===== config.mk =====
export PLATFORM = sky130hd
export DESIGN_NAME = liq_front
export DESIGN_NICKNAME = d
export VERILOG_FILES = /design/src/rtl/core/linear_inverse_quantizer_macros.svh /design/src/rtl/core/liq_pkg.sv /design/src/rtl/core/liq_front.sv
export SDC_FILE = /design/constraint.sdc
export NUM_CORES = 2
export LEC_CHECK = 0
export ABC_CLOCK_PERIOD_IN_PS = 16200
export CAP_MARGIN = 40
export CORE_MARGIN = 4
export CORE_UTILIZATION = 46
export CTS_CLUSTER_SIZE = 10
export DETAILED_ROUTE_END_ITERATION = 10
export DONT_BUFFER_PORTS = 1
export PLACE_DENSITY_LB_ADDON = 0.25
export SYNTH_ARGS = -nofsm -noshare
export SYNTH_HDL_FRONTEND = slang
export SYNTH_SLANG_ARGS = --single-unit

===== constraint.sdc =====
create_clock -name clk -period 16.2 [get_ports clk]
set_clock_uncertainty 0.1 [all_clocks]
set_input_delay 1.62 -clock clk [delete_from_list [all_inputs] [get_ports clk]]
set_output_delay 1.62 -clock clk [all_outputs]
set_load 0.05 [all_outputs]

===== src/rtl/core/linear_inverse_quantizer_macros.svh =====
// ----------------------------------------------------------------------------
// Assertion macros for the linear inverse quantizer.
// Both macros sample on the rising clock edge and are disabled while rst_n
// is low.
// ----------------------------------------------------------------------------
`ifndef LINEAR_INVERSE_QUANTIZER_MACROS_SVH
`define LINEAR_INVERSE_QUANTIZER_MACROS_SVH

// The consequent must hold in the same cycle as the antecedent.
`define LIQ_ASSERT_NOW(lbl, clk, rst_n, ante, cons, msg) \
  lbl: assert property (@(posedge clk) disable iff (!rst_n) (ante) |-> (cons)) else $error(msg);

// The consequent must hold in the cycle after the antecedent.
`define LIQ_ASSERT_NEXT(lbl, clk, rst_n, ante, cons, msg) \
  lbl: assert property (@(posedge clk) disable iff (!rst_n) (ante) |=> (cons)) else $error(msg);

`endif


===== src/rtl/core/liq_pkg.sv =====
`timescale 1ns / 1ps
// ----------------------------------------------------------------------------
// liq_pkg
// Types, codes and helpers shared by the linear inverse quantizer modules.
// ----------------------------------------------------------------------------
package liq_pkg;

  localparam int CODE_W = 31;             // width of a quantized code
  localparam int QW     = 32;             // quotient bits, one per divider cell
  localparam int ACC_W  = CODE_W + QW;    // product / divider accumulator width

  // Opcodes.
  localparam logic [1:0] OP_LINEAR = 2'd0;
  localparam logic [1:0] OP_INT    = 2'd1;

  // Status codes.
  localparam logic [1:0] ST_OK     = 2'd0;
  localparam logic [1:0] ST_BAD_OP = 2'd1;
  localparam logic [1:0] ST_RANGE  = 2'd2;

  // Register indexes.
  localparam logic [2:0] REG_NB_BITS  = 3'd0;
  localparam logic [2:0] REG_MIN_X    = 3'd1;
  localparam logic [2:0] REG_MIN_Y    = 3'd2;
  localparam logic [2:0] REG_MIN_Z    = 3'd3;
  localparam logic [2:0] REG_MAX_X    = 3'd4;
  localparam logic [2:0] REG_MAX_Y    = 3'd5;
  localparam logic [2:0] REG_MAX_Z    = 3'd6;
  localparam logic [2:0] REG_INT_BASE = 3'd7;

  typedef struct packed {
    logic [1:0]        opcode;
    logic [1:0]        component;
    logic [CODE_W-1:0] code;
  } in_word_t;

  typedef struct packed {
    logic signed [31:0] value;
    logic [1:0]         status;
  } out_word_t;

  // Register file contents; index 0 is x, 1 is y, 2 is z.
  typedef struct packed {
    logic [4:0]       nb_bits;
    logic [2:0][31:0] lo;
    logic [2:0][31:0] hi;
    logic [31:0]      int_base;
  } liq_cfg_t;

  // Side information that travels next to the divider accumulator.
  typedef struct packed {
    logic        valid;
    logic [1:0]  status;
    logic        pass;    // result is base as it stands, quotient unused
    logic        neg;     // subtract the quotient from base
    logic [31:0] base;
  } liq_side_t;

  // Largest legal code for a given number of bits: 2^nb - 1.
  function automatic logic [CODE_W-1:0] code_top(input logic [4:0] nb);
    logic [31:0] t;
    t = (32'd1 << nb) - 32'd1;
    return t[CODE_W-1:0];
  endfunction

endpackage


===== src/rtl/core/liq_front.sv =====
`timescale 1ns / 1ps
// ----------------------------------------------------------------------------
// liq_front
// Decode stage and multiply stage ahead of the divider chain.
// ----------------------------------------------------------------------------
module liq_front import liq_pkg::*; (
  input  logic              clk,
  input  logic              rst_n,
  input  logic              en,
  input  logic              in_valid,
  input  in_word_t          in_word,
  input  liq_cfg_t          cfg,
  input  logic [CODE_W-1:0] top,
  output liq_side_t         side_o,
  output logic [ACC_W-1:0]  acc_o
);

  logic [1:0]        sel;
  logic [31:0]       lo;
  logic [31:0]       hi;
  logic [32:0]       diff;
  logic [32:0]       mag_w;
  liq_side_t         side1_nxt;
  liq_side_t         side1_r;
  logic [31:0]       mag1_r;
  logic [CODE_W-1:0] code1_r;
  liq_side_t         side2_r;
  logic [ACC_W-1:0]  acc2_r;

  always_comb begin
    // Component three falls back to the z bounds.
    case (in_word.component)
      2'd0:    sel = 2'd0;
      2'd1:    sel = 2'd1;
      default: sel = 2'd2;
    endcase
    lo    = cfg.lo[sel];
    hi    = cfg.hi[sel];
    diff  = {hi[31], hi} - {lo[31], lo};
    mag_w = diff[32] ? (33'd0 - diff) : diff;

    side1_nxt        = '0;
    side1_nxt.valid  = in_valid;
    side1_nxt.status = ST_OK;
    side1_nxt.pass   = 1'b1;
    if (in_word.opcode != OP_LINEAR && in_word.opcode != OP_INT) begin
      side1_nxt.status = ST_BAD_OP;
    end else if (in_word.code > top) begin
      side1_nxt.status = ST_RANGE;
    end else if (in_word.opcode == OP_LINEAR) begin
      // A zero code gives min exactly, also when the divisor is zero.
      side1_nxt.base = lo;
      side1_nxt.neg  = diff[32];
      side1_nxt.pass = (in_word.code == '0);
    end else begin
      side1_nxt.base = {1'b0, in_word.code} + cfg.int_base;
    end
  end

  always_ff @(posedge clk) begin
    if (!rst_n) begin
      side1_r.valid <= 1'b0;
      side2_r.valid <= 1'b0;
    end else if (en) begin
      side1_r <= side1_nxt;
      side2_r <= side1_r;
    end
  end

  always_ff @(posedge clk) begin
    if (en) begin
      mag1_r  <= mag_w[31:0];
      code1_r <= in_word.code;
      acc2_r  <= {{CODE_W{1'b0}}, mag1_r} * {{QW{1'b0}}, code1_r};
    end
  end

  assign side_o = side2_r;
  assign acc_o  = acc2_r;

endmodule


==> run summary <==
status: completed
Final Hold Fails: 0
Die Ht: 319 um
Worst EP arrival: 9.99 ns
setup ws final: 6.40 ns
Avg Cell Area, Syn: 9.42 sq um
Stages on worst setup path: 26
reg2reg path depth: 26
WL/cell: 22.3 um
Multi-input gate area: 0.0344 sq mm
initial antenna violation count: 10
Port Buffer Count: 0
commonest non-fill, non-tap cell in the layout: fa_1
FF-to-FF Start: mag1_r[12]
PostCTS Resize Cnt: 0
fillcell total: 9138
min-delay src: side1_r[17]
drt first pass iters: 6
most frequent cells in the layout: 868 x fa_1, 848 x inv_1, 570 x nand2_1
crit path time final: 9.80 ns
GR Overflow Total: 0
final count of pins violating max slew: 0
Worst Hold Class: reg -> reg
CTS sink cnt: 200
vias in the first global route: 34124
reg-to-reg slack, setup: 6.40 ns
fin nets: 6076
Hold Buf Count CTS: 0
Row Count: 113
final setup vio count: 0
Setup crit start kind: flop
register area: 0.00599 sq mm
vias: 32527
RSZ-0062 raised after global routing: no
CTS buffer count: 17
Top FF cell, synth: edfxtp_1
Synth Instances: 4727
Post-Layout Cell Count: 5845
Antenna Nets Post-Route: 0
Root Driver: clkbuf_16
Critical Path End Type: flop
end of the worst register-to-register path: acc_o[59]
GP Congestion: 0.964
Final Instance Area: 0.0464 sq mm
hold path endpoint: side_o[17]
asr flop ratio synth: 0%
count of cell types in the netlist: 85
Starting Density: 46.6%
post-detail-place hpwl: 100000 um
htree depth: 4
post-CTS setup buffer count: 0
max_cap viols: 0
Critical Path RT: 16.39 ns
max frequency: 102 MHz
max incr delay on CP: 0.75 ns
flops & latches, synth: 200
TNS Setup: 0 ns
Yosys Warn Count: 0
max_slew headroom: 38.1%
WP buf/inv: 5
TritonCTS clock tree: yes
Via density: 5.56
CP Max Fanout: 31
first-pass GRT wire length: 203000 um
register area share after synthesis: 13.4%
setup slack after placement: 6.49 ns
Max clock buf depth: 2
delay-heaviest family, CP: adder cells
worst skew pair latency: 0.52 ns
Area growth syn-to-layout: 4.20%
Worst Tran Pin Value: 0.916 ns
drt drc: 0
largest net degree at the start of global routing: 130
Slowest-stage cell, CP: a2111oi_0
DIE WIDTH: 319 um
area of the die: 0.102 sq mm
WHS Path Cells: 0
Post-synth EDFFs: 198
Cell Area, Synth: 0.0445 sq mm
Total GRT Usage: 25.9%
detailed-route wire length: 130000 um
syn_nets: 6245
fraction of layout cells with a size suffix above 1: 3.02%
# IOs: 399
placed cell count: 5804
Core Footprint: 0.0956 sq mm
Worst-path clk slew: 0.11 ns
period utilisation layout: 60.5%
WS Path Type: reg -> reg
CP most frequent cell: fa_1
DP Area: 0.0457 sq mm
DRT iter0 DRCs: 2214
==> layer usage <==
metal	track usage [%]	up-vias	wire [um]
met3	4.81	220	9150
met4	8.72	2	4770
met2	42.9	1265	62400
met5	0	-	13
met1	34.6	16691	54000
li1	-	14349	-
==> final cells by class <==
cell class	instances	area share [%]
antenna	9	0.0485
clock inverter	15	0.507
timing repair buffer	72	1.27
inverter	848	6.86
sequential	200	12.9
multi-input combinational	3419	74.1
tap	1265	3.41
clock buffer	17	0.917
==> synthesized netlist by cell type, types with 4 or more instances <==
cell	count	area share, %
nand4_1	31	0.44
nand2_1	570	4.8
a221oi_1	4	0.079
clkbuf_1	250	2.1
and4_1	6	0.12
and2_1	540	7.6
fa_1	868	39
a21o_1	66	1.1
o21bai_1	22	0.37
or2_2	6	0.084
ha_1	351	9.9
nand3_1	23	0.26
nor4_1	11	0.15
nor2_1	158	1.3
edfxtp_1	198	13
a41oi_1	4	0.079
a21oi_1	172	1.9
xnor2_1	89	1.8
a211o_1	4	0.079
buf_1	7	0.059
a21boi_0	4	0.067
inv_1	848	7.1
nor3_1	24	0.27
o21ai_0	127	1.4
xor2_1	46	0.90
mux2i_1	70	1.6
or3_1	11	0.15
and3_1	12	0.17
o211ai_1	12	0.20
a31oi_1	19	0.27
nand2b_1	24	0.34
o21a_1	20	0.34
nor2b_1	23	0.32
a211oi_1	16	0.27
o2111ai_1	8	0.16
o31ai_1	8	0.13
==> cell families after synthesis <==
logic type / synth area share [%]
compound gates: 7.44
xor+xnor: 2.66
fa+ha+maj: 48.9
buf+inv: 9.36
flops: 13.4
mux: 1.62
simple gates: 16.6
==> sequential cells by signal, summed over array words and instances (netlist names) <==
name and count:
acc_o 63, side1_r 37, code1_r 31, side_o 37, mag1_r 32
==> per-stage QoR <==
stage	util [%]	hold slack, ns
finish	48.5	0.325
global route	48.5	0.333
CTS	48.5	0.324
global placement	47.7	0.301
floorplan	-	0.300
detailed placement	47.8	0.305
==> how the worst max path moves through the flow <==
stage	startpoint	end	slack [ns]
floorplan	code1_r[4]	acc_o[50]	8.56
global placement	mag1_r[12]	acc_o[59]	6.55
detailed placement	mag1_r[12]	acc_o[59]	6.49
CTS	mag1_r[12]	acc_o[59]	6.45
global route	mag1_r[12]	acc_o[59]	5.92
finish	mag1_r[12]	acc_o[59]	6.40
Power is left out: the tool's default activity adds up to more than one toggle a clock period on the data nets, which glitch-free logic cannot reach.
