<file path="config.mk">
export PLATFORM = sky130hd
export DESIGN_NAME = liq_div_cell
export DESIGN_NICKNAME = d
export VERILOG_FILES = /design/src/rtl/core/linear_inverse_quantizer_macros.svh /design/src/rtl/core/liq_pkg.sv /design/src/rtl/core/liq_div_cell.sv
export SDC_FILE = /design/constraint.sdc
export NUM_CORES = 1
export LEC_CHECK = 0
export BUFFER_PORTS_ARGS = -buffer_cell sky130_fd_sc_hd__buf_2
export CAP_MARGIN = 5
export CORE_MARGIN = 1
export CORE_UTILIZATION = 36
export DETAILED_ROUTE_END_ITERATION = 6
export PLACE_DENSITY = 0.63
export SYNTH_ARGS = -nofsm -noshare
export SYNTH_HDL_FRONTEND = slang
export SYNTH_SLANG_ARGS = --single-unit
export TNS_END_PERCENT = 50
</file>
<file path="constraint.sdc">
create_clock -name clk -period 4.9 [get_ports clk]
set_clock_uncertainty 0.1 [all_clocks]
set_input_delay 0.98 -clock clk [delete_from_list [all_inputs] [get_ports clk]]
set_output_delay 0.98 -clock clk [all_outputs]
set_load 0.005 [all_outputs]
</file>
<file path="src/rtl/core/linear_inverse_quantizer_macros.svh">
// ----------------------------------------------------------------------------
// Assertion macros for the linear inverse quantizer.
// Both macros sample on the rising clock edge and are disabled while rst_n
// is low.
// ----------------------------------------------------------------------------
`ifndef LINEAR_INVERSE_QUANTIZER_MACROS_SVH
`define LINEAR_INVERSE_QUANTIZER_MACROS_SVH

// The consequent must hold in the same cycle as the antecedent.
`define LIQ_ASSERT_NOW(lbl, clk, rst_n, ante, cons, msg) \
  lbl: assert property (@(posedge clk) disable iff (!rst_n) (ante) |-> (cons)) else $error(msg);

// The consequent must hold in the cycle after the antecedent.
`define LIQ_ASSERT_NEXT(lbl, clk, rst_n, ante, cons, msg) \
  lbl: assert property (@(posedge clk) disable iff (!rst_n) (ante) |=> (cons)) else $error(msg);

`endif

</file>
<file path="src/rtl/core/liq_pkg.sv">
`timescale 1ns / 1ps
// ----------------------------------------------------------------------------
// liq_pkg
// Types, codes and helpers shared by the linear inverse quantizer modules.
// ----------------------------------------------------------------------------
package liq_pkg;

  localparam int CODE_W = 31;             // width of a quantized code
  localparam int QW     = 32;             // quotient bits, one per divider cell
  localparam int ACC_W  = CODE_W + QW;    // product / divider accumulator width

  // Opcodes.
  localparam logic [1:0] OP_LINEAR = 2'd0;
  localparam logic [1:0] OP_INT    = 2'd1;

  // Status codes.
  localparam logic [1:0] ST_OK     = 2'd0;
  localparam logic [1:0] ST_BAD_OP = 2'd1;
  localparam logic [1:0] ST_RANGE  = 2'd2;

  // Register indexes.
  localparam logic [2:0] REG_NB_BITS  = 3'd0;
  localparam logic [2:0] REG_MIN_X    = 3'd1;
  localparam logic [2:0] REG_MIN_Y    = 3'd2;
  localparam logic [2:0] REG_MIN_Z    = 3'd3;
  localparam logic [2:0] REG_MAX_X    = 3'd4;
  localparam logic [2:0] REG_MAX_Y    = 3'd5;
  localparam logic [2:0] REG_MAX_Z    = 3'd6;
  localparam logic [2:0] REG_INT_BASE = 3'd7;

  typedef struct packed {
    logic [1:0]        opcode;
    logic [1:0]        component;
    logic [CODE_W-1:0] code;
  } in_word_t;

  typedef struct packed {
    logic signed [31:0] value;
    logic [1:0]         status;
  } out_word_t;

  // Register file contents; index 0 is x, 1 is y, 2 is z.
  typedef struct packed {
    logic [4:0]       nb_bits;
    logic [2:0][31:0] lo;
    logic [2:0][31:0] hi;
    logic [31:0]      int_base;
  } liq_cfg_t;

  // Side information that travels next to the divider accumulator.
  typedef struct packed {
    logic        valid;
    logic [1:0]  status;
    logic        pass;    // result is base as it stands, quotient unused
    logic        neg;     // subtract the quotient from base
    logic [31:0] base;
  } liq_side_t;

  // Largest legal code for a given number of bits: 2^nb - 1.
  function automatic logic [CODE_W-1:0] code_top(input logic [4:0] nb);
    logic [31:0] t;
    t = (32'd1 << nb) - 32'd1;
    return t[CODE_W-1:0];
  endfunction

endpackage

</file>
<file path="src/rtl/core/liq_div_cell.sv">
`timescale 1ns / 1ps
// ----------------------------------------------------------------------------
// liq_div_cell
// One restoring division step: produces one quotient bit per cell.
// ----------------------------------------------------------------------------
module liq_div_cell import liq_pkg::*; (
  input  logic              clk,
  input  logic              rst_n,
  input  logic              en,
  input  logic [CODE_W-1:0] top,
  input  liq_side_t         side_i,
  input  logic [ACC_W-1:0]  acc_i,
  output liq_side_t         side_o,
  output logic [ACC_W-1:0]  acc_o
);

  logic [QW-1:0]     trial;
  logic [QW-1:0]     sub;
  logic              ge;
  logic [CODE_W-1:0] rem;
  liq_side_t         side_r;
  logic [ACC_W-1:0]  acc_r;

  // The accumulator holds the partial remainder on top, the dividend bits
  // still to come below it, and the quotient bits shifting in at the bottom.
  always_comb begin
    trial = acc_i[ACC_W-1:QW-1];
    sub   = trial - {1'b0, top};
    ge    = (trial >= {1'b0, top});
    rem   = ge ? sub[CODE_W-1:0] : trial[CODE_W-1:0];
  end

  always_ff @(posedge clk) begin
    if (!rst_n) begin
      side_r.valid <= 1'b0;
    end else if (en) begin
      side_r <= side_i;
    end
  end

  always_ff @(posedge clk) begin
    if (en) begin
      acc_r <= {rem, acc_i[QW-2:0], ge};
    end
  end

  assign side_o = side_r;
  assign acc_o  = acc_r;

endmodule

</file>
==> reports/qor.csv, run 1 <==
metric,value,unit
outcome,finished clean,
R2R setup slack,4.19,ns
CP Launch Type,input pin,
CP Max Fanout,47,
beginning of the critical path,acc_i[31],
Synth Warn #,0,
Sink Count,100,
# fillers,1301,
# nets final,844,
Vias/cell,4.91,
DRT antenna net count,0,
hold_ws,0.429,ns
Slew headroom,0.548,
total power per unit cell area,343,nW/µm²
Final Max Slew Viols,0,
Reg area,2990,µm²
"Seq/Total Area, Yosys",0.580,
unrepaired setup endpoints after global routing,no,
Main synth FF type,edfxtp_1,
CTS hold repair buffers,0,
effective utilization at floorplan,0.370,
Mapped Avg Cell Area,11.6,µm²
"most common cell after layout, fill and taps aside",buf_2,
GPL Wtd Cong,0.808,
area taken by multi-input logic gates,1920,µm²
Tcrit/Tclk final,0.760,
P_leak,3.08,nW
clk_lat worst skew,0.34,ns
fin area,6840,µm²
I/O pin count,234,
CP Capture Type,flop,
Die Width,122,µm
core area,13900,µm²
CTS tree,built,
Period minus WS final,3.73,ns
Clock Tree Buf Depth,2,
Final Hold Vio Count,0,
Fin Setup TNS,0,ns
Syn Inst Count,446,
DRT Pass-1 Iters,4,
kind of critical path,in2reg,
via count,4231,
reg2reg end,side_o[36]$_SDFFE_PN0P_,
Worst Max-Slew Pin Slew,0.672,ns
Post-Layout Cell Count,862,
Hold Path Class,reg2reg,
hold path start,side_o[36]$_SDFFE_PN0P_,
Overflow after GRT,0,
fmax,0.268,GHz
CP required,4.95,ns
post_cts resized,0,
total placed cells including tap cells,847,
Die Y,122,µm
critical path endpoint,acc_o[47]$_DFFE_PP_,
num rows,43,
clock-pin slew on the worst setup and hold paths,0.07,ns
start of the worst register-to-register path,side_o[36]$_SDFFE_PN0P_,
vias in the first global route,4085,
Netlist cell types,54,
hpwl dp,10900,µm
syn nets,612,
first-pass GRT wire length,20600,µm
Area Overhead vs Synth,32.4,%
GR Util All Layers,0.185,
placed inst area,6500,µm²
DRT iter0 DRCs,248,
share of layout cells above drive strength 1,0.380,
most frequent cells in the layout,"buf_2 (233), edfxtp_1 (99), nand2_1 (52)",
Root Buffer,clkbuf_16,
asr flop ratio synth,0,
R2R depth,2,
Max Cap Viol,0,
Crit path arrival time,3.77,ns
drt wl/cell,16.1,µm
synthesized flop and latch total,100,
Setup Viol. Count Final,0,
n_diodes,0,
final core utilization,0.491,
Die ar.,14800,µm²
htree depth,3,
CTS buffer count,9,
WL final,13900,µm
"EDFF count, synth",99,
post-CTS setup buffer count,0,
residual DRC count,0,
Post-Syn Area,5160,µm²
largest net degree at the start of global routing,48,
initial antenna violation count,2,
Worst IR Drop VDD,0.000174,V
PortBufs,233,
cell usage after synthesis, types with 3 or more instances:
cell type | count | area [µm²]
nand2_1 | 52 | 195
nand4_1 | 5 | 31.3
o21ai_0 | 41 | 205
and2_1 | 5 | 31.3
clkbuf_1 | 6 | 22.5
nor2b_1 | 5 | 31.3
buf_2 | 5 | 25.0
and3_1 | 4 | 25.0
buf_4 | 3 | 22.5
nor3_1 | 4 | 20.0
xnor2_1 | 12 | 105
nand3_1 | 4 | 20.0
nand2b_1 | 5 | 31.3
edfxtp_1 | 99 | 2970
a211oi_1 | 7 | 52.6
a21oi_1 | 34 | 170
o21bai_1 | 5 | 37.5
ha_1 | 31 | 388
o31ai_1 | 5 | 37.5
inv_1 | 43 | 161
a21o_1 | 6 | 45.0
nor2_1 | 15 | 56.3
xor2_1 | 11 | 96.3
worst min path at each step:
| stage | endpoint | depth (start not counted) |
|---|---|---|
| finish | side_o[36]$_SDFFE_PN0P_ | 2 |
| detailed placement | side_o[36]$_SDFFE_PN0P_ | 2 |
| floorplan | side_o[36]$_SDFFE_PN0P_ | 2 |
| CTS | side_o[36]$_SDFFE_PN0P_ | 2 |
| global placement | side_o[36]$_SDFFE_PN0P_ | 2 |
| global route | side_o[36]$_SDFFE_PN0P_ | 2 |
state kept, by name, summed over array words and instances, names as in the netlist:
register  flops
side_o       37
acc_o        63
layout make-up:
class	count	area share
clock buffers	10	0.0335
clock inverters	5	0.0157
inverters	44	0.0245
multi-input cells	287	0.282
flip-flops and latches	100	0.438
well taps	180	0.0329
repair buffers	236	0.174
per-stage QoR:
stage / setup WS, ns / total power [W]
final: 1.17 / 0.00234
after global routing: 0.898 / 0.00245
after CTS: 1.24 / 0.00237
after detailed placement: 0.860 / 0.00155
after global placement: 0.993 / 0.00154
after floorplan: 1.46 / 0.00134
routing by layer:
metal,vias up,share of wire,GRT usage
met5,-,0,0
met1,1929,0.40,0.212
met3,16,0.089,0.0515
met2,190,0.49,0.325
li1,2096,-,-
met4,0,0.017,0.0710
power by group:
| group | leakage, nW | switching [W] | internal [W] |
|---|---|---|---|
| Clock | 0.164 | 0.000317 | 0.000501 |
| Combinational | 1.95 | 0.000254 | 0.000207 |
| Sequential | 0.962 | 0.0000203 | 0.00104 |
logic make-up after synthesis:
kind of cell	count (synthesis)	synth area share
compound gates	124	0.154
buf+inv	59	0.0482
flops	100	0.580
mux	2	0.00485
fa+ha+maj	32	0.0790
xor+xnor	23	0.0390
simple gates	106	0.0953
critical path: stages:
cell and delay (ns):
buf_2 0.09, inv_1 0.04, ha_1 0.20, fa_1 0.40, nor2b_1 0.19, o31ai_1 0.11, a21oi_1 0.23, o21ai_0 0.25
a211oi_1 0.44, nor2_4 0.16, buf_4 0.30, o31ai_1 0.36
No activity file was read; power rests on OpenSTA's default activity.
==> run 2: changes to the inputs <==
PLACE_DENSITY = 0.65   (was 0.63)
clock period = 3.3 ns   (was 4.9 ns; I/O delays follow)
==> reports/qor.csv, run 2 (synthesized netlist as in run 1, its figures left out) <==
metric,value,unit,change
Overflow after GRT,0,,unchanged
CP Max Fanout,9,,-81%
Final Max Slew Viols,0,,unchanged
Setup Viol. Count Final,0,,unchanged
CTS hold repair buffers,0,,unchanged
post_cts resized,0,,unchanged
critical path's slowest cell,fa_1,,
share of layout cells above drive strength 1,0.399,,+0.0191
Area Overhead vs Synth,34.7,%,
CP Capture Type,flop,,
effective utilization at floorplan,0.370,,unchanged
Max Cap Viol,0,,unchanged
GPL Wtd Cong,0.806,,-0.26%
Die Width,122,µm,unchanged
R2R setup slack,2.61,ns,-1.58 ns
most frequent cells in the layout,"buf_2 (233), edfxtp_1 (99), nand2_1 (52)",,
Clock Tree Buf Depth,2,,unchanged
# fillers,1311,,+0.77%
GR Util All Layers,0.183,,-0.00229
WHS Endpoint,acc_o[7]$_DFFE_PP_,,
DRT Pass-1 Iters,4,,unchanged
WL final,13600,µm,-2.2%
largest net degree at the start of global routing,65,,+35%
CTS buffer count,9,,unchanged
kind of critical path,in2reg,,
reg2reg end,side_o[36]$_SDFFE_PN0P_,,
Period minus WS final,3.05,ns,
Final Hold Vio Count,0,,unchanged
unrepaired setup endpoints after global routing,no,,
htree depth,3,,unchanged
DRT antenna net count,0,,unchanged
Slew headroom,0.422,,-0.126
CTS tree,built,,
Worst Max-Slew Pin Slew,0.867,ns,+0.195 ns
hold path start,acc_i[6],,
Hold Path Depth,1,,-1
Tcrit/Tclk final,0.923,,
vias in the first global route,4205,,+2.9%
largest stage delay on the critical path,0.40,ns,-0.04 ns
via count,4276,,+1.1%
hold_ws,0.378,ns,-0.0509 ns
power after layout,0.00334,W,+42%
residual DRC count,0,,unchanged
num rows,43,,unchanged
max FFs per register,63,,unchanged
Die Y,122,µm,unchanged
placed inst area,6650,µm²,+2.4%
CP Launch Type,input pin,,
Vias/cell,4.84,,-1.5%
Worst IR Drop VDD,0.000210,V,+20%
start of the worst register-to-register path,side_o[36]$_SDFFE_PN0P_,,
initial antenna violation count,3,,+1
fin area,6950,µm²,+1.7%
Root Buffer,clkbuf_16,,
clk_lat worst skew,0.35,ns,about the same
post-CTS setup buffer count,0,,unchanged
R2R depth,2,,unchanged
Sink Count,100,,unchanged
Fin Setup TNS,0,ns,unchanged
# nets final,863,,+2.3%
drt wl/cell,15.3,µm,-4.7%
hpwl dp,10800,µm,-1.4%
outcome,finished clean,,
"most common cell after layout, fill and taps aside",buf_2,,
final core utilization,0.499,,+0.00835
critical-path cell list,"buf_2, inv_1, ha_1, fa_1, nor2b_1, o31ai_1, a21oi_1, o21ai_0, a211oi_1, nor2_4, a2111o_1, o221a_2",,
fmax,0.328,GHz,
Crit path arrival time,3.05,ns,-0.72 ns
first-pass GRT wire length,20400,µm,-0.97%
DRT iter0 DRCs,197,,-21%
P_leak,3.16,nW,+2.5%
I/O pin count,234,,unchanged
Die ar.,14800,µm²,unchanged
CP required,3.31,ns,-1.64 ns
core area,13900,µm²,unchanged
Hold Path Class,in2reg,,
total power per unit cell area,480,nW/µm²,+40%
clock-pin slew on the worst setup and hold paths,0.08,ns,about the same
PortBufs,233,,unchanged
-- run 2: cell count changes in the layout (fill, tap and decap cells not counted) --
cell,before,now
inv_8,0,1
buf_4,3,21
diode_2,0,2
clkinv_8,0,1
buf_12,0,1
clkinv_4,0,2
clkbuf_1,1,0
bufinv_16,3,0
clkinv_2,0,1
-- run 2: per-stage QoR --
| stage | setup slack, ns | std cells |
|---|---|---|
| 3_3_place_gp | -0.0629 | 866 |
| 5_1_grt | 0.0374 | 884 |
| 2_1_floorplan | 0.181 | 446 |
| 6_report | 0.254 | 884 |
| 3_5_place_dp | -0.114 | 866 |
| 4_1_cts | 0.260 | 882 |
-- run 2: worst max path at each step --
stage | start | to | slack (ns) | cells past startpoint
after detailed placement | acc_i[31] | acc_o[59]$_DFFE_PP_ | -0.11 | 12
final | acc_i[31] | acc_o[59]$_DFFE_PP_ | 0.25 | 12
after global routing | acc_i[31] | acc_o[59]$_DFFE_PP_ | 0.04 | 12
after floorplan | acc_i[31] | acc_o[59]$_DFFE_PP_ | 0.18 | 12
after global placement | acc_i[31] | acc_o[59]$_DFFE_PP_ | -0.06 | 12
after CTS | acc_i[31] | acc_o[59]$_DFFE_PP_ | 0.26 | 12
-- run 2: layout make-up --
class                   count  area, µm²  share of cell area
diodes                      2       5.00            0.000720
clock buffers               9        225              0.0324
clock inverters             7       67.6             0.00972
inverters                  44        168              0.0241
multi-input cells         287       1920               0.277
flip-flops and latches    100       2990               0.431
well taps                 180        225              0.0324
repair buffers            255       1340               0.193
-- run 2: power by group --
| part | leakage, nW | internal (W) | total [W] | switching [W] |
|---|---|---|---|---|
| sequential | 0.962 | 0.00155 | 0.00158 | 0.0000297 |
| combinational | 2.05 | 0.000334 | 0.000715 | 0.000381 |
| clock | 0.145 | 0.000531 | 0.00104 | 0.000513 |
-- run 2: worst max-delay path, delay by kind of cell --
family | cells | cell delay, ns
adders and majority gates | 2 | 0.60
and+or+nand+nor | 2 | 0.33
AOI/OAI and AO/OA | 6 | 1.33
buffers and inverters | 2 | 0.12
-- run 2: routing by layer --
metal	routed length (µm)	GRT usage	part of all wire	vias to the layer above
met1	5640	0.213	0.42	1951
met2	6750	0.325	0.50	164
met5	18	0	0.0013	-
li1	-	-	-	2142
met3	921	0.0459	0.068	17
met4	231	0.0625	0.017	2
==> run 3: changes to the inputs <==
CORE_MARGIN = 4   (was 1)
==> reports/qor.csv, run 3 (synthesized netlist as in run 1, its figures left out) <==
metric,value,unit,change
"most common cell after layout, fill and taps aside",buf_2,,
drt wl/cell,15.9,µm,+3.4%
Max Cap Viol,0,,unchanged
vias in the first global route,4295,,+2.1%
P_leak,3.24,nW,+2.6%
Fin Setup TNS,0,ns,unchanged
Die Y,128,µm,+4.9%
unrepaired setup endpoints after global routing,no,,
most frequent cells in the layout,"buf_2 (233), edfxtp_1 (99), nand2_1 (52)",,
core area,13900,µm²,unchanged
Clock Tree Buf Depth,2,,unchanged
Post-Layout Cell Count,891,,+0.79%
Sink Count,100,,unchanged
Root Buffer,clkbuf_16,,
# nets final,872,,+1.0%
Setup Viol. Count Final,0,,unchanged
htree depth,3,,unchanged
CP Max Fanout,14,,+5
CP Capture Type,flop,,
Hold Path Class,in2reg,,
CTS hold repair buffers,0,,unchanged
kind of critical path,in2reg,,
CTS tree,built,,
outcome,finished clean,,
Crit path arrival time,3.06,ns,about the same
sequential share of power,0.449,,-0.024
combinational share of power,0.212,,-0.002
DRT Pass-1 Iters,4,,unchanged
Period minus WS final,3.05,ns,+0.00817 ns
total power per unit cell area,494,nW/µm²,+2.8%
hpwl dp,11600,µm,+7.9%
effective utilization at floorplan,0.370,,unchanged
max FFs per register,63,,unchanged
n_diodes,0,,-2
Die Width,128,µm,+4.9%
Vias/cell,4.82,,-0.41%
DRT antenna net count,0,,unchanged
clock-pin slew on the worst setup and hold paths,0.08,ns,about the same
Worst IR Drop VDD,0.000206,V,-1.6%
switching pwr,0.000920,W,-0.34%
initial antenna violation count,3,,unchanged
residual DRC count,0,,unchanged
share of layout cells above drive strength 1,0.409,,+0.0104
num rows,43,,unchanged
Overflow after GRT,0,,unchanged
total placed cells including tap cells,875,,+1.0%
CP required,3.30,ns,about the same
Slew headroom,0.569,,+0.147
Tcrit/Tclk final,0.926,,+0.00248
clk_lat worst skew,0.34,ns,about the same
PortBufs,233,,unchanged
GPL Wtd Cong,0.831,,+3.1%
largest net degree at the start of global routing,51,,-22%
first-pass GRT wire length,21800,µm,+6.9%
Final Max Slew Viols,0,,unchanged
Worst Max-Slew Pin Slew,0.647,ns,-0.220 ns
Area Overhead vs Synth,37.8,%,
CTS buffer count,9,,unchanged
Clk pwr share,0.338,,+0.025
internal power,0.00259,W,+7.4%
GR Util All Layers,0.171,,-0.0120
Final Hold Vio Count,0,,unchanged
CP Launch Type,input pin,,
net switching fraction of the power,0.262,,-0.0146
fmax,0.327,GHz,-0.27%
DRT iter0 DRCs,227,,+15%
I/O pin count,234,,unchanged
via count,4292,,+0.37%
Die ar.,16300,µm²,+10%
WL final,14100,µm,+4.2%
## run 3: cell count changes in the layout (fill, tap and decap cells not counted), moves of 2 or more
cell / previous run / this run
buf_12: 1 / 4
buf_4: 21 / 27
bufinv_16: 0 / 2
diode_2: 2 / 0
clkinv_4: 2 / 0
## run 3: critical path, cell delays in order
cell      delay [ns]
buf_2           0.09
inv_1           0.03
ha_1            0.20
fa_1            0.42
nor2b_1         0.19
o31ai_1         0.10
a21oi_1         0.18
o21ai_0         0.17
a211oi_2        0.29
nor2_4          0.10
buf_12          0.15
a2111o_1        0.35
o221a_2         0.13
## run 3: area by class of cell
type | instances | area, µm²
Clock buffer | 9 | 225
Clock inverter | 7 | 116
Fill cell | 1265 | 6820
Inverter | 44 | 168
Multi-Input combinational cell | 287 | 1940
Sequential cell | 100 | 2990
Tap cell | 180 | 225
Timing Repair Buffer | 264 | 1450
## run 3: what timing repair did
action,in CTS,in global routing
setup buffers,0,0
setup endpoints to repair,0,2
gates resized for setup,0,2
## run 3: power groups by stage
stage	registers, W	clock network (W)	logic [W]
floorplan	0.00163	0	0.000356
global placement	0.00160	0	0.000736
detailed placement	0.00161	0	0.000747
CTS	0.00158	0.00123	0.000753
global route	0.00159	0.00128	0.000832
finish	0.00158	0.00119	0.000746
## run 3: final timing paths
check | from | endpoint | slack (ns) | cells past startpoint
hold reg to reg | side_o[36]$_SDFFE_PN0P_ | side_o[36]$_SDFFE_PN0P_ | 0.42 | 2
setup reg to reg | side_o[36]$_SDFFE_PN0P_ | side_o[36]$_SDFFE_PN0P_ | 2.61 | 2
hold / removal | acc_i[28] | acc_o[29]$_DFFE_PP_ | 0.38 | 1
setup / recovery | acc_i[31] | acc_o[59]$_DFFE_PP_ | 0.25 | 13
## run 3: through the flow
| step | hold slack [ns] | worst slack (ns) | utilization | power, W | area [µm²] |
|---|---|---|---|---|---|
| floorplan | 0.407 | 0.181 | - | 0.00198 | 5160 |
| global placement | 0.396 | -0.113 | 0.485 | 0.00234 | 6760 |
| detailed placement | 0.405 | -0.305 | 0.485 | 0.00236 | 6760 |
| CTS | 0.360 | 0.0495 | 0.510 | 0.00357 | 7100 |
| global route | 0.363 | 0.0296 | 0.510 | 0.00370 | 7110 |
| finish | 0.377 | 0.246 | 0.510 | 0.00351 | 7110 |
## run 3: layer usage
| layer | GRT usage | part of all wire | up-vias |
|---|---|---|---|
| li1 | - | - | 2157 |
| met1 | 0.205 | 0.39 | 1936 |
| met2 | 0.299 | 0.50 | 175 |
| met3 | 0.0463 | 0.094 | 18 |
| met4 | 0.0493 | 0.013 | 6 |
| met5 | 0 | 0.0033 | - |
